--- src/sv/cpu_effective_address_unit_defines.svh ---
// Assertion macros shared by the effective address unit.
// Each expects signals named clk and rst in the module that uses it.
`ifndef CPU_EFFECTIVE_ADDRESS_UNIT_DEFINES_SVH
`define CPU_EFFECTIVE_ADDRESS_UNIT_DEFINES_SVH

// Antecedent implies consequent in the same cycle.
`define CEAU_ASSERT_IMP(label, ante, cons, msg) \
  label: assert property (@(posedge clk) disable iff (rst) (ante) |-> (cons)) else $error(msg);

// Antecedent implies consequent in the following cycle.
`define CEAU_ASSERT_NXT(label, ante, cons, msg) \
  label: assert property (@(posedge clk) disable iff (rst) (ante) |=> (cons)) else $error(msg);

`endif

--- src/sv/ceau_pkg.sv ---
package ceau_pkg;

  // Addressing mode codes
  localparam logic [3:0] MODE_IMP = 4'd0;
  localparam logic [3:0] MODE_ACC = 4'd1;
  localparam logic [3:0] MODE_IMM = 4'd2;
  localparam logic [3:0] MODE_ZP  = 4'd3;
  localparam logic [3:0] MODE_ZPX = 4'd4;
  localparam logic [3:0] MODE_ZPY = 4'd5;
  localparam logic [3:0] MODE_ABS = 4'd6;
  localparam logic [3:0] MODE_ABX = 4'd7;
  localparam logic [3:0] MODE_ABY = 4'd8;
  localparam logic [3:0] MODE_IND = 4'd9;
  localparam logic [3:0] MODE_IZX = 4'd10;
  localparam logic [3:0] MODE_IZY = 4'd11;
  localparam logic [3:0] MODE_REL = 4'd12;

  // Result kinds
  localparam logic RK_REQUEST = 1'b0;
  localparam logic RK_DONE    = 1'b1;

  localparam logic [15:0] PAGE_MASK = 16'hFF00;
  localparam logic [7:0]  SIGN_BIT  = 8'h80;
  localparam logic [15:0] ZP_MASK   = 16'h00FF;

  localparam int QUEUE_DEPTH = 2;
  localparam int QPTR_W      = (QUEUE_DEPTH > 1) ? $clog2(QUEUE_DEPTH) : 1;
  localparam int QCNT_W      = $clog2(QUEUE_DEPTH + 1);

  typedef struct packed {
    logic        data_valid;
    logic [3:0]  mode;
    logic [15:0] pc_in;
    logic [7:0]  x_index;
    logic [7:0]  y_index;
    logic [7:0]  read_data;
  } in_item_t;

  typedef struct packed {
    logic        result_kind;
    logic [15:0] read_address;
    logic [15:0] effective_address;
    logic [15:0] relative_offset;
    logic [15:0] next_pc;
    logic        page_crossed;
    logic        operand_is_accumulator;
  } out_item_t;

  // How a start command behaves
  typedef enum logic [1:0] {
    SK_FETCH,
    SK_ACC,
    SK_IMM,
    SK_IMP
  } start_kind_t;

  // Classified command passed from front to back
  typedef struct packed {
    logic        is_start;
    start_kind_t kind;
    logic [3:0]  mode;
    logic [15:0] pc;
    logic [7:0]  x;
    logic [7:0]  y;
    logic [7:0]  data;
  } cmd_t;

  typedef enum logic [4:0] {
    PH_IDLE   = 5'b00001,
    PH_OP_LO  = 5'b00010,
    PH_OP_HI  = 5'b00100,
    PH_PTR_LO = 5'b01000,
    PH_PTR_HI = 5'b10000
  } phase_t;

endpackage

--- src/sv/ceau_front.sv ---
module ceau_front import ceau_pkg::*; (
  input  in_item_t item,
  output cmd_t     cmd
);

  start_kind_t kind;

  // Classify the mode of a start command; unused codes behave as implied.
  always_comb begin
    priority if (item.mode == MODE_ACC) begin
      kind = SK_ACC;
    end else if (item.mode == MODE_IMM) begin
      kind = SK_IMM;
    end else if (item.mode == MODE_IMP || item.mode > MODE_REL) begin
      kind = SK_IMP;
    end else begin
      kind = SK_FETCH;
    end
  end

  assign cmd.is_start = ~item.data_valid;
  assign cmd.kind     = kind;
  assign cmd.mode     = item.mode;
  assign cmd.pc       = item.pc_in;
  assign cmd.x        = item.x_index;
  assign cmd.y        = item.y_index;
  assign cmd.data     = item.read_data;

endmodule

--- src/sv/ceau_queue.sv ---
module ceau_queue import ceau_pkg::*; (
  input  logic clk,
  input  logic rst,
  input  logic push_valid,
  output logic push_ready,
  input  cmd_t push_data,
  output logic pop_valid,
  input  logic pop,
  output cmd_t pop_data
);

  cmd_t              slots [QUEUE_DEPTH];
  logic [QPTR_W-1:0] wr_ptr;
  logic [QPTR_W-1:0] rd_ptr;
  logic [QCNT_W-1:0] count;
  logic              do_push;
  logic              do_pop;

  assign push_ready = (count != QCNT_W'(QUEUE_DEPTH));
  assign pop_valid  = (count != '0);
  assign pop_data   = slots[rd_ptr];
  assign do_push    = push_valid & push_ready;
  assign do_pop     = pop & pop_valid;

  function automatic logic [QPTR_W-1:0] advance(input logic [QPTR_W-1:0] p);
    advance = (p == QPTR_W'(QUEUE_DEPTH - 1)) ? '0 : p + QPTR_W'(1);
  endfunction

  always_ff @(posedge clk) begin
    if (rst) begin
      wr_ptr <= '0;
      rd_ptr <= '0;
      count  <= '0;
    end else begin
      if (do_push) wr_ptr <= advance(wr_ptr);
      if (do_pop) rd_ptr <= advance(rd_ptr);
      unique case ({do_push, do_pop})
        2'b10:   count <= count + QCNT_W'(1);
        2'b01:   count <= count - QCNT_W'(1);
        default: count <= count;
      endcase
    end
  end

  always_ff @(posedge clk) begin
    if (do_push) slots[wr_ptr] <= push_data;
  end

endmodule

--- src/sv/ceau_back.sv ---
`include "cpu_effective_address_unit_defines.svh"

module ceau_back import ceau_pkg::*; (
  input  logic      clk,
  input  logic      rst,
  input  logic      q_valid,
  output logic      q_pop,
  input  cmd_t      q_data,
  output logic      rsp_valid,
  input  logic      rsp_ready,
  output out_item_t rsp
);

  phase_t      phase, phase_next;
  logic [3:0]  mode, mode_next;
  logic [15:0] work_pc, work_pc_next;
  logic [7:0]  idx_x, idx_x_next;
  logic [7:0]  idx_y, idx_y_next;
  logic [7:0]  low_byte, low_byte_next;
  logic [7:0]  high_byte, high_byte_next;
  logic [15:0] pointer, pointer_next;
  logic        emit;
  out_item_t   res;

  logic [15:0] pc_inc;
  logic [15:0] base;
  logic [7:0]  idx_sel;
  logic [15:0] indexed;
  logic [15:0] rel;
  logic [7:0]  d;

  // Take a command whenever the output slot is free or draining.
  assign q_pop = q_valid & (~rsp_valid | rsp_ready);
  assign d     = q_data.data;

  assign pc_inc  = work_pc + 16'd1;
  assign rel     = (d & SIGN_BIT) != 8'd0 ? ({8'd0, d} | PAGE_MASK) : {8'd0, d};
  // Base for indexed and absolute finishes and the indirect pointer: high byte arrives now, low byte is stored.
  assign base    = {d, low_byte};
  assign idx_sel = (mode == MODE_ABX) ? idx_x : idx_y;
  assign indexed = base + {8'd0, idx_sel};

  always_comb begin
    phase_next     = phase;
    mode_next      = mode;
    work_pc_next   = work_pc;
    idx_x_next     = idx_x;
    idx_y_next     = idx_y;
    low_byte_next  = low_byte;
    high_byte_next = high_byte;
    pointer_next   = pointer;
    emit           = 1'b1;
    res            = '0;
    res.result_kind = RK_REQUEST;

    if (q_data.is_start) begin
      mode_next    = q_data.mode;
      work_pc_next = q_data.pc;
      idx_x_next   = q_data.x;
      idx_y_next   = q_data.y;
      phase_next   = PH_IDLE;
      res.result_kind = RK_DONE;
      res.next_pc     = q_data.pc;
      unique case (q_data.kind)
        SK_ACC: res.operand_is_accumulator = 1'b1;
        SK_IMM: begin
          res.effective_address = q_data.pc;
          res.next_pc           = q_data.pc + 16'd1;
        end
        SK_IMP: res.effective_address = '0;
        SK_FETCH: begin
          res             = '0;
          res.result_kind = RK_REQUEST;
          res.read_address = q_data.pc;
          phase_next      = PH_OP_LO;
        end
        default: ;
      endcase
    end else begin
      unique case (phase)
        PH_OP_LO: begin
          low_byte_next   = d;
          work_pc_next    = pc_inc;
          res.result_kind = RK_DONE;
          res.next_pc     = pc_inc;
          phase_next      = PH_IDLE;
          if (mode == MODE_ZP) begin
            res.effective_address = {8'd0, d};
          end else if (mode == MODE_ZPX) begin
            res.effective_address = ZP_MASK & {8'd0, d + idx_x};
          end else if (mode == MODE_ZPY) begin
            res.effective_address = ZP_MASK & {8'd0, d + idx_y};
          end else if (mode == MODE_REL) begin
            res.effective_address = pc_inc + rel;
            res.relative_offset   = rel;
          end else if (mode == MODE_IZX || mode == MODE_IZY) begin
            pointer_next     = (mode == MODE_IZX) ? {8'd0, d + idx_x} : {8'd0, d};
            res              = '0;
            res.result_kind  = RK_REQUEST;
            res.read_address = pointer_next;
            phase_next       = PH_PTR_LO;
          end else begin
            res              = '0;
            res.result_kind  = RK_REQUEST;
            res.read_address = pc_inc;
            phase_next       = PH_OP_HI;
          end
        end
        PH_OP_HI: begin
          high_byte_next  = d;
          work_pc_next    = pc_inc;
          res.result_kind = RK_DONE;
          res.next_pc     = pc_inc;
          phase_next      = PH_IDLE;
          if (mode == MODE_ABX || mode == MODE_ABY) begin
            res.effective_address = indexed;
            res.page_crossed      = (indexed & PAGE_MASK) != (base & PAGE_MASK);
          end else if (mode == MODE_IND) begin
            pointer_next     = base;
            res              = '0;
            res.result_kind  = RK_REQUEST;
            res.read_address = base;
            phase_next       = PH_PTR_LO;
          end else begin
            res.effective_address = base;
          end
        end
        PH_PTR_LO: begin
          // Pointer high byte stays within the page of the pointer.
          low_byte_next    = d;
          res.read_address = (pointer & PAGE_MASK) | (ZP_MASK & (pointer + 16'd1));
          phase_next       = PH_PTR_HI;
        end
        PH_PTR_HI: begin
          high_byte_next  = d;
          res.result_kind = RK_DONE;
          res.next_pc     = work_pc;
          phase_next      = PH_IDLE;
          if (mode == MODE_IZY) begin
            res.effective_address = indexed;
            res.page_crossed      = (indexed & PAGE_MASK) != (base & PAGE_MASK);
          end else begin
            res.effective_address = base;
          end
        end
        default: begin
          // Data with no request pending: drop it.
          emit       = 1'b0;
          phase_next = PH_IDLE;
        end
      endcase
    end
  end

  always_ff @(posedge clk) begin
    if (rst) begin
      phase     <= PH_IDLE;
      rsp_valid <= 1'b0;
    end else begin
      if (q_pop) begin
        phase     <= phase_next;
        rsp_valid <= emit;
      end else if (rsp_ready) begin
        rsp_valid <= 1'b0;
      end
    end
  end

  always_ff @(posedge clk) begin
    if (q_pop) begin
      mode      <= mode_next;
      work_pc   <= work_pc_next;
      idx_x     <= idx_x_next;
      idx_y     <= idx_y_next;
      low_byte  <= low_byte_next;
      high_byte <= high_byte_next;
      pointer   <= pointer_next;
      if (emit) rsp <= res;
    end
  end

  `CEAU_ASSERT_NXT(a_instant_start_idle, q_pop && q_data.is_start && q_data.kind != SK_FETCH, phase == PH_IDLE, "instant start left a read pending")
  `CEAU_ASSERT_IMP(a_done_no_address, rsp_valid && rsp.result_kind == RK_DONE, rsp.read_address == 16'd0, "finished result carries a read address")
  `CEAU_ASSERT_IMP(a_ptr_modes, phase == PH_PTR_LO || phase == PH_PTR_HI, mode == MODE_IND || mode == MODE_IZX || mode == MODE_IZY, "pointer phase in a mode without a pointer")

endmodule

--- src/sv/cpu_effective_address_unit.sv ---
// Effective address unit for the 6502 addressing modes.
// A result reaches rsp through the queue and then the back end's output register.
// One command per cycle unless rsp stalls; the back end steps once per queued command.
// Reset (rst, synchronous): queue emptied, phase idle, no response pending.
// Commands with data_valid high and nothing pending are dropped with no response.
module cpu_effective_address_unit import ceau_pkg::*; (
  input  logic      clk,
  input  logic      rst,
  input  logic      cmd_valid,
  output logic      cmd_ready,
  input  in_item_t  cmd,
  output logic      rsp_valid,
  input  logic      rsp_ready,
  output out_item_t rsp
);

  // Front end: classify each command by mode with no state of its own, so
  // it never waits on the back end except when the queue is full.
  cmd_t classified;

  ceau_front u_front (
    .item (cmd),
    .cmd  (classified)
  );

  // Short queue between front and back; each side stalls on its own.
  logic q_valid;
  logic q_pop;
  cmd_t q_data;

  ceau_queue u_queue (
    .clk        (clk),
    .rst        (rst),
    .push_valid (cmd_valid),
    .push_ready (cmd_ready),
    .push_data  (classified),
    .pop_valid  (q_valid),
    .pop        (q_pop),
    .pop_data   (q_data)
  );

  // Back end: phase machine that issues read requests, gathers operand and
  // pointer bytes and forms the final address. Its output register accepts a
  // new result in the same cycle the previous one transfers.
  ceau_back u_back (
    .clk       (clk),
    .rst       (rst),
    .q_valid   (q_valid),
    .q_pop     (q_pop),
    .q_data    (q_data),
    .rsp_valid (rsp_valid),
    .rsp_ready (rsp_ready),
    .rsp       (rsp)
  );

endmodule

--- config.mk ---
export PLATFORM = sky130hd
export DESIGN_NAME = cpu_effective_address_unit
export DESIGN_NICKNAME = d
export VERILOG_FILES = /design/src/sv/ceau_pkg.sv /design/src/sv/ceau_front.sv /design/src/sv/ceau_queue.sv /design/src/sv/ceau_back.sv /design/src/sv/cpu_effective_address_unit.sv
export VERILOG_INCLUDE_DIRS = /design/src /design/src/sv
export SDC_FILE = /design/constraint.sdc
export NUM_CORES = 1
export LEC_CHECK = 0
export BUFFER_PORTS_ARGS = -buffer_cell sky130_fd_sc_hd__clkbuf_2
export CAP_MARGIN = 0
export CORE_MARGIN = 2
export CORE_UTILIZATION = 50
export CTS_BUF_LIST = sky130_fd_sc_hd__clkbuf_16
export DETAILED_ROUTE_END_ITERATION = 6
export HOLD_SLACK_MARGIN = 0.08
export PLACE_DENSITY = 0.77
export SLEW_MARGIN = 20
export SYNTH_ARGS = -nofsm -noshare
export SYNTH_HDL_FRONTEND = slang
export SYNTH_HIERARCHICAL = 1
export SYNTH_SLANG_ARGS = --single-unit
--- constraint.sdc ---
create_clock -name clk -period 5.85 [get_ports clk]
set_input_delay 1.755 -clock clk [delete_from_list [all_inputs] [get_ports clk]]
set_output_delay 1.755 -clock clk [all_outputs]
set_load 0.02 [all_outputs]
# --- Yosys cells after proc, flatten, opt, wreduce, memory -nomap -nowiden ---
# Memories as Yosys holds them, arrays and structs flattened. A register that Yosys moved wholly into a read port is not among the register bits.
# Index checks and enable logic that the tools add are counted.
word_totals:
  reg_bits: 137
  memories: 1
  wordCells: 156
  inputBits: 49
  mem_bits_rw: 94
  out_inout_bits: 69
mem_list:
  columns: ["memory", "depth", "word_bits", "read_ports", "rd_clocked_by_memory_dff", "wr", "line_no", "source"]
  rows:
  - ["u_queue.slots", 2, 47, 1, 1, 1, "ceau_queue.sv:12", "cmd_t slots [QUEUE_DEPTH];"]
classes:
  reduce_logical: 18
  order_cmp: 1
  n_eq_ne: 28
  addsub: 11
  bitwise: 8
  mux: 71
op_table:
  columns: ["operator", "count"]
  rows:
  - ["$mux 16", 18]
  - ["$mux 17", 7]
  - ["$mux 34", 3]
  - ["$pmux 16 s2", 3]
  - ["$pmux 16 s3", 2]
  - ["$mux 67", 1]
  - ["$mux 66", 1]
  - ["$pmux 17 s3", 1]
  - ["$mux 18", 2]
  - ["$add 16x1->16 const B", 2]
  - ["$mux 32", 1]
  - ["$mux 5", 6]
  - ["$eq 4x4->1 const B", 5]
  - ["$add 16x16->16", 1]
  - ["$add 16x8->16", 1]
  - ["$add 8x8->8", 2]
  - ["$mux 8", 2]
  - ["$or 16x8->16", 1]
  - ["$pmux 5 s3", 1]
  - ["$mux 1", 14]
  - ["$eq 4x3->1 const B", 3]
  - ["$ne 2x2->1 const B", 6]
  - ["$reduce_and 10->1", 1]
  - ["$reduce_bool 2->1", 5]
  - ["other kinds (30)", 48]

# --- Longest topological paths before layout ---
# Gate-level depths: netlist of run 1.
depth:
  depth_word: 9
  ltp_mapped: 14
  depth_no_buf: 14

# --- By module ---
# The synthesis of run 1 kept the hierarchy.
by_module_without_submodules:
  columns: ["mod", "area_per_inst_um2", "cells_each", "instances", "seq_area_each_um2"]
  rows:
  - ["ceau_back", 8853.5, 882, 1, 3693.5]
  - ["ceau_queue", 3607.2, 170, 1, 2922.8]
  - ["ceau_front", 361.6, 48, 1, 0.0]

# --- Least setup slack after synthesis of run 1 ---
# No wires, ideal clock.
synth_path:
  kind: "input to register"
  startpoint: "input rsp_ready"
  endpoint: "register u_back.pointer[0], enable pin"
  t_required_ns: 5.441
  arrival_ns: 3.319
  path_buffers: 1
  setup_slack_ns: 2.122
  setup_ns: 0.409
  cell_stages: 4
  cell_sequence: "nand2b_1 > nand2_1 > clkbuf_1 > nor3_1"
synth_between:
  elab_chain_len: 3
synth_rtl:
  columns: ["element", "line_no", "source"]
  rows:
  - ["from (decl)", "cpu_effective_address_unit.sv:13", "input logic rsp_ready,"]
  - ["$or 1x1->1", "ceau_back.sv:33", "assign q_pop = q_valid & (~rsp_valid | rsp_ready);"]
  - ["$and 1x1->1", "ceau_back.sv:33", null]
  - ["$reduce_and 10->1 (no line)", null, null]
  - ["to (signal assigned)", "ceau_back.sv:177", "pointer <= pointer_next;"]
  - ["to (decl)", "ceau_back.sv:21", "logic [15:0] pointer, pointer_next;"]
# Every way passes these cells.
# A chain may end at the register's enable or synchronous reset.

==> results of run 1 <==
[worst max-delay path: stages (launching register included)]
cell and delay [ns]:
edfxtp_1 0.82, nand4b_2 0.44, mux2_2 0.41, ha_1 0.35, a21o_1 0.21, a22o_1 0.21
o41ai_1 0.86, nor4_1 0.13, xor2_1 0.19, a22oi_1 0.21, o211ai_1 0.12
[stage by stage]
stage	utilization	power [uW]	hold slack (ns)
finish	0.560	6990	0.516
global route	0.560	7340	0.530
CTS	0.560	6960	0.512
detailed placement	0.528	5390	0.512
global placement	0.527	5320	0.497
floorplan	-	4530	0.474
[layout by cell type (no fill, tap or decap), types with 9 or more instances in the layout]
cell type	Yosys	routed
a21o_1	13	13
a21oi_1	50	50
a221o_1	9	9
a221oi_1	10	10
a222oi_1	13	13
a22o_1	9	9
a22oi_1	13	13
a31oi_1	9	9
and3_1	27	26
buf_4	57	11
clkbuf_16	0	25
clkbuf_2	0	117
dfxtp_1	11	10
edfxtp_1	213	213
ha_1	45	45
inv_1	23	27
mux2_2	71	71
nand2_1	85	85
nand3_1	33	33
nand4_1	13	13
nor2_1	65	65
nor2b_1	9	9
nor3_1	15	13
o21ai_0	50	50
o21ai_1	14	13
o31ai_1	11	11
xnor2_1	34	34
xor2_1	34	34
[sequential cells by signal, indices dropped and copies added, names as in the netlist, named ones only]
name	flops
u_back/pointer	16
u_queue/slots	94
u_queue/rd_ptr	1
u_queue/count	2
u_back/idx_y	8
u_back/rsp_valid	1
u_back/idx_x	8
u_back/phase	5
u_back/work_pc	16
u_back/low_byte	8
u_queue/wr_ptr	1
u_back/mode	4
u_back/rsp	59
[layer usage]
metal	routed length, um	up-vias
met5	12	-
met4	1100	2
met3	3740	79
met2	15500	562
met1	14000	4463
li1	-	4258
[cell families after synthesis]
| kind of cell | count (synthesis) | synth area share |
|---|---|---|
| DFF | 224 | 0.516 |
| muxes | 79 | 0.0686 |
| buffers and inverters | 123 | 0.0562 |
| adders and majority gates | 49 | 0.0502 |
| xor gates and xnor gates | 68 | 0.0464 |
| AOI/OAI and AO/OA | 263 | 0.146 |
| and+or+nand+nor | 294 | 0.117 |
[layout make-up]
class | instances | area, sq um
clock buffers | 25 | 626
fillers | 2102 | 11100
well taps | 330 | 413
repair buffers | 128 | 668
flip-flops and latches | 224 | 6620
multi-input cells | 753 | 5510
inverters | 23 | 88.8
clock inverters | 19 | 189
[final timing paths]
| path | start | endpoint | slack, ns | cells after the start |
|---|---|---|---|---|
| worst max register to register | u_back/mode[1]$_DFFE_PP_ | u_back/rsp[49]$_DFFE_PP_ | 1.62 | 10 |
| worst min-delay path | u_queue/count[1]$_SDFFE_PP0P_ | u_queue/count[1]$_SDFFE_PP0P_ | 0.52 | 2 |
| worst max-delay path | u_back/mode[1]$_DFFE_PP_ | u_back/rsp[49]$_DFFE_PP_ | 1.62 | 10 |
| worst min register to register | u_queue/count[1]$_SDFFE_PP0P_ | u_queue/count[1]$_SDFFE_PP0P_ | 0.52 | 2 |
[power groups by stage]
stage	Sequential (uW)	Clock, uW	Combinational (uW)
final	2470	1560	2960
after global routing	2500	1650	3180
after CTS	2470	1600	2900
after detailed placement	2500	0	2890
after global placement	2490	0	2830
after floorplan	2530	0	2000
==> out/summary.log, run 1 <==
qor: power.clock_power_share 0.224
qor: sta.setup-violations-final 0
qor: placement.hpwlAfterDp 24.4 mm
qor: sta.actual_slew_at_the_worst_max_slew_pin 0.980 ns
qor: logic_synthesis.synth_area_leaders edfxtp_1 50%, mux2_2 6.2%, ha_1 4.4%, buf_4 3.3%, nand2_1 2.5%
qor: logic_synthesis.synth_common_cells 213 x edfxtp_1, 85 x nand2_1, 71 x mux2_2
qor: clock_network.cts_root_buf clkbuf_16
qor: logic_synthesis.ys_seq_elements 224
qor: power.switching_share 0.396
qor: sta.clock_skew 0.0187 ns
qor: sta.postLayoutSetupSlackWorst 1.62 ns
qor: die.initial_core_utilization 0.509
qor: global_routing.grt.total_usage 0.256
qor: route.detail_route.drc_violations 0
qor: route.vias_per_cell 6.23
qor: clock_network.cts_tree done
qor: placement.post-place-cells 1458
qor: placement.buffer_ports.inserted 117
qor: global_routing.initial_antenna_violation_count 2
qor: clock_network.cts_repair_resize_count 0
qor: job.maxCapViolCount 0
qor: logic_synthesis.synth_edf_count 213
qor: power.power_frac_comb 0.423
qor: global_routing.use_met1 0.362
qor: route.detail_route.iter0.violations 1200
qor: sta.worst_slew_margin_rel 0.338
qor: clock_network.clk_pin_slew 0.06 ns
qor: final_layout.design.final.nets 1252
qor: die.fp.dieW 164 um
qor: sta.post-route-min-period 4.23 ns
qor: final_layout.finalNonFillerCells 1502
qor: final_layout.drive_gt1_frac 0.230
qor: clock_network.ctsLongestPathBuffers 3
qor: global_routing.maximum_number_of_pins_on_one_net_before_global_route_repair 48
qor: global_routing.grt_util_met3 0.0538
qor: placement.post-place-ws 1.76 ns
qor: power.total_leakage_power 0.00515 uW
qor: logic_synthesis.synth.avg_cell_area 11.7 sq um
qor: clock_network.cts_hold_buffers 0
qor: power.total_switching_power 2770 uW
qor: clock_network.htree_num_levels 1
qor: min_path.hold_path.class reg -> reg
qor: logic_synthesis.synth_area_leader_cell edfxtp_1
qor: sta.achievable-frequency 0.237 GHz
qor: power.pwr_density_cell 496 nW/um^2
qor: die.floorplan.die_area 26900 sq um
qor: placement.gp_congestion 0.970
qor: logic_synthesis.post_synth_inst_count 1100
qor: logic_synthesis.yosys_warn_count 6
qor: clock_network.clock_latency 0.53 ns
qor: final_layout.antenna-diode-count 0
qor: power.seq_pwr_share 0.353
qor: clock_network.postCtsSetupBuffers 0
qor: logic_synthesis.synthesis.nets 1198
qor: worst_setup_path.worst_ep_arrival_time 4.49 ns
qor: route.dr_total_vias 9364
qor: worst_setup_path.critical_path_required 6.11 ns
qor: sta.final.period_utilization 0.723
qor: sta.final-hold-violation-count 0
qor: global_routing.grt_most_used_layer met2
qor: clock_network.tritoncts.num_buffers 24
qor: global_routing.grt_pass1_vias 8847
qor: route.drt_first_pass_iters 6
qor: die.row_count 58
qor: logic_synthesis.synth_async_sr_flop_share 0
qor: worst_setup_path.path_max_fanout 19
qor: logic_synthesis.yosys.cell_count.top_type edfxtp_1
qor: final_layout.area.growth.synth_to_final 10.0%
qor: worst_setup_path.start_kind flop
qor: sta.summed_negative_setup_slack_over_all_endpoints 0 ns
qor: die.floorplan.core_area 25200 sq um
qor: sta.slew_viol_final 0
qor: final_layout.stdcell_area 14100 sq um
qor: route.detail_route.wirelength 34.4 mm
qor: logic_synthesis.post_synth_instance_area 12800 sq um
qor: logic_synthesis.yosys_most_used_dff edfxtp_1
qor: worst_setup_path.critical_path.endpoint_type flop
qor: power.intPower 4220 uW
qor: logic_synthesis.netlist.area_leader.share 0.499
qor: die.die_y 164 um
qor: route.wl_per_cell 22.9 um
qor: global_routing.grt-ovfl-total 0
qor: route.final_antenna_net_count 0
qor: placement.post_placement_cell_area 13300 sq um
qor: die.floorplan.io_pins 118
qor: global_routing.global_route_wire_length_before_repair 52.0 mm
qor: outcome.run_status completed
qor: logic_synthesis.post_synthesis_sequential_area_ratio 0.516
qor: sta.grt_setup_unrepaired false
qor: global_routing.use_met2 0.396
qor: power.vdd.ir_drop.worst 316 uV
qor: logic_synthesis.synth.lib_cells_used.distinct 85
qor: worst_setup_path.worst-setup-path-type reg -> reg
qor: clock_network.cts_sinks 224
Power figures use the tool's default switching activity.
==> run 2: changes to the inputs <==
--- a/config.mk
+++ b/config.mk
@@ -6,6 +6,7 @@
 export SDC_FILE = /design/constraint.sdc
 export NUM_CORES = 1
 export LEC_CHECK = 0
+export ABC_AREA = 1
 export BUFFER_PORTS_ARGS = -buffer_cell sky130_fd_sc_hd__clkbuf_2
 export CAP_MARGIN = 0
 export CORE_MARGIN = 2
==> constraint.sdc (replaced) <==
create_clock -name clk -period 4.4 [get_ports clk]
set_input_delay 1.32 -clock clk [delete_from_list [all_inputs] [get_ports clk]]
set_output_delay 1.32 -clock clk [all_outputs]
set_load 0.02 [all_outputs]
==> run 2 against run 1 <==
The run now ends with design-rule violations left. Critical path depth increased by 9. Cell area increased by 4.4%. Count of clock-buffer cells in the layout decreased by 1. Synthesized area increased by 3.8%. Combinational power increased by 58%. Flip-flop and latch count unchanged. Power increased by 45%. Synthesized cell count increased by 31%. Routed wire length increased by 7.8%. Core utilization increased by 0.36 points. Via count increased by 15%. Critical path type unchanged. Critical endpoint is now u_back/rsp[48]$_DFFE_PP_. Largest cell class unchanged. Highest routed layer is now met4.
==> out/summary.log, run 2 <==
qor: outcome.run_status finished, violations left
qor: outcome.failing_checks design-rule violations
qor: final_layout.top_register_by_number_of_flip_flops u_queue/slots
qor: logic_synthesis.synth_area_leaders edfxtp_1 48%, nand2_1 10%, inv_1 4.4%, ha_1 4.2%, mux2_4 3.4%
qor: power.vdd.ir_drop.worst 611 uV
qor: sta.final.period_utilization 0.735
qor: sta.slew_viol_final 0
qor: power.seq_pwr_share 0.328
qor: sta.grt_setup_unrepaired false
qor: logic_synthesis.yosys.cell_count.top_type nand2_1
qor: placement.buffer_ports.inserted 117
qor: die.floorplan.io_pins 118
qor: sta.setup-violations-final 0
qor: sta.final-hold-violation-count 0
qor: die.floorplan.die_area 27900 sq um
qor: logic_synthesis.post_synth_instance_area 13300 sq um
qor: die.initial_core_utilization 0.509
qor: worst_setup_path.worst_path_largest_cell_delay 0.46 ns
qor: power.total_switching_power 4300 uW
qor: die.row_count 59
qor: min_path.hold_path.class reg -> reg
qor: final_layout.design.final.nets 1617
qor: route.final_antenna_net_count 0
qor: logic_synthesis.synth_edf_count 213
qor: logic_synthesis.yosys_most_used_dff edfxtp_1
qor: power.switching_share 0.425
qor: clock_network.clk_pin_slew 0.06 ns
qor: sta.worst_slew_margin_rel 0.284
qor: worst_setup_path.worst_ep_arrival_time 3.52 ns
qor: placement.post-place-ws 1.25 ns
qor: worst_setup_path.worst_path_dominant_cell_family simple AND/OR/NAND/NOR gates
qor: power.pwr_density_cell 686 nW/um^2
qor: clock_network.ctsLongestPathBuffers 3
qor: clock_network.htree_num_levels 1
qor: global_routing.grt_pass1_vias 10100
qor: sta.summed_negative_setup_slack_over_all_endpoints 0 ns
qor: global_routing.grt.total_usage 0.259
qor: placement.gp_congestion 0.995
qor: route.detail_route.wirelength 37.0 mm
qor: logic_synthesis.synth.lib_cells_used.distinct 55
qor: global_routing.maximum_number_of_pins_on_one_net_before_global_route_repair 58
qor: worst_setup_path.crit_path_cell_trace nor2_2 > nand2_2 > inv_1 > nand2_1 > nand2_1 > ha_1 > inv_1 > fa_1 > nand3b_1 > nand2_1 > nand2_1 > nand3_1 > nand2_1 > inv_1 > nand3_1 > nand3_1 > nand3_1 > nand2_1 > nand2_1
qor: clock_network.tritoncts.num_buffers 24
qor: logic_synthesis.post_synthesis_sequential_area_ratio 0.497
qor: logic_synthesis.synth_area_leader_cell edfxtp_1
qor: logic_synthesis.ys_seq_elements 224
qor: logic_synthesis.synthesis.nets 1543
qor: logic_synthesis.post_synth_inst_count 1445
qor: die.fp.dieW 167 um
qor: die.floorplan.core_area 26100 sq um
qor: worst_setup_path.path_max_fanout 11
qor: logic_synthesis.netlist.area_leader.share 0.480
qor: power.power_frac_comb 0.462
qor: worst_setup_path.worst-setup-path-type reg -> reg
qor: logic_synthesis.synth_common_cells 359 x nand2_1, 213 x edfxtp_1, 155 x inv_1
qor: die.die_y 167 um
qor: job.maxCapViolCount 0
qor: final_layout.largest_registers u_queue/slots x94, u_back/rsp x59
qor: sta.clock_skew 0.0207 ns
qor: global_routing.initial_antenna_violation_count 0
qor: worst_setup_path.critical_path.n_buffers_inverters 3
qor: route.detail_route.iter0.violations 1396
qor: final_layout.drive_gt1_frac 0.169
qor: logic_synthesis.yosys_warn_count 6
qor: final_layout.layout.cells.most_common nand2_1
qor: clock_network.cts_tree done
qor: global_routing.grt-ovfl-total 0
qor: sta.post-route-min-period 3.23 ns
qor: final_layout.layout.cells.most_common_list 359 x nand2_1, 213 x edfxtp_1, 158 x inv_1, 117 x clkbuf_2, 102 x nor2_1
qor: final_layout.area.growth.synth_to_final 10.7%
qor: worst_setup_path.start_kind flop
qor: power.intPower 5810 uW
qor: worst_setup_path.critical-path-slowest-cell edfxtp_1
qor: route.vias_per_cell 5.73
qor: sta.achievable-frequency 0.309 GHz
qor: sta.final.hold.worst_slack 0.505 ns
qor: global_routing.global_route_wire_length_before_repair 56.0 mm
qor: final_layout.number_of_flip_flops_under_the_largest_register_name 94
qor: clock_network.clock_latency 0.54 ns
qor: route.detail_route.drc_violations 11
qor: final_layout.utilization 0.564
qor: clock_network.cts_sinks 224
qor: power.total_leakage_power 0.00635 uW
qor: clock_network.cts_hold_buffers 0
qor: power.clock_power_share 0.210
qor: route.wl_per_cell 19.8 um
qor: route.dr_total_vias 10723
qor: final_layout.antenna-diode-count 0
qor: sta.postLayoutSetupSlackWorst 1.17 ns
qor: worst_setup_path.critical_path.endpoint_type flop
qor: logic_synthesis.synth.avg_cell_area 9.21 sq um
qor: worst_setup_path.cp_common_cell nand2_1
qor: worst_setup_path.critical_path_required 4.68 ns
qor: clock_network.cts_repair_resize_count 0
qor: sta.actual_slew_at_the_worst_max_slew_pin 1.07 ns
qor: clock_network.cts_root_buf clkbuf_16
qor: route.drt_first_pass_iters 7
qor: placement.hpwlAfterDp 27.9 mm
qor: clock_network.postCtsSetupBuffers 0
qor: logic_synthesis.synth_async_sr_flop_share 0
run 2: cell types whose count changed after synthesis, moves of 36 or more:
cell / before / now
nand2_1: 85 / 359
inv_1: 23 / 155
nand3_1: 33 / 90
mux2_2: 71 / 17
nor2_1: 65 / 104
o21ai_0: 50 / 86
run 2: worst paths after layout:
check	from	slack [ns]	cells after the start	end
setup / recovery	u_back/mode[3]$_DFFE_PP_	1.17	19	u_back/rsp[48]$_DFFE_PP_
hold reg to reg	u_back/phase[2]$_SDFFE_PP0P_	0.50	2	u_back/phase[2]$_SDFFE_PP0P_
setup reg to reg	u_back/mode[3]$_DFFE_PP_	1.17	19	u_back/rsp[48]$_DFFE_PP_
hold / removal	u_back/phase[2]$_SDFFE_PP0P_	0.50	2	u_back/phase[2]$_SDFFE_PP0P_
run 2: cells by family (layout without fill, tap and decap cells):
| group | count (synthesis) | after routing | synth area share |
|---|---|---|---|
| and+or+nand+nor | 633 | 633 | 0.208 |
| buffers and inverters | 249 | 341 | 0.0889 |
| DFF | 224 | 224 | 0.497 |
| AOI/OAI and AO/OA | 222 | 222 | 0.0950 |
| adders and majority gates | 49 | 49 | 0.0483 |
| muxes | 47 | 47 | 0.0482 |
| xor gates and xnor gates | 21 | 21 | 0.0144 |
run 2: worst min-delay path, delay by kind of cell (launching register included):
kind             cells  cell delay [ns]
AO/OA/AOI/OAI        1             0.06
AND/OR/NAND/NOR      1             0.07
flip-flops           1             0.33
run 2: final cells by class:
type / instances / area, sq um
fillers: 2333 / 11400
flip-flops and latches: 224 / 6620
multi-input cells: 972 / 5550
repair buffers: 128 / 681
inverters: 169 / 637
clock buffers: 24 / 601
well taps: 335 / 419
clock inverters: 20 / 234
run 2: power by group through the flow:
stage                     clock [uW]  combinational [uW]  sequential, uW
after global placement             0                4470            3340
after floorplan                    0                3070            3550
final                           2120                4670            3320
after CTS                       2160                4570            3320
after global routing            2240                5080            3360
after detailed placement           0                4540            3360
run 2: metrics by stage:
step / instance area (sq um) / power, uW / cells
floorplan: 13300 / 6620 / 1445
global placement: 13900 / 7810 / 1828
detailed placement: 13900 / 7900 / 1828
CTS: 14700 / 10000 / 1872
global route: 14700 / 10700 / 1872
finish: 14700 / 10100 / 1872
run 2: routing by layer:
layer,GRT usage,part of all wire,up-vias
met1,0.350,0.41,4974
met2,0.416,0.46,594
met5,0,0,-
li1,-,-,5056
met4,0.108,0.041,0
met3,0.0451,0.094,99
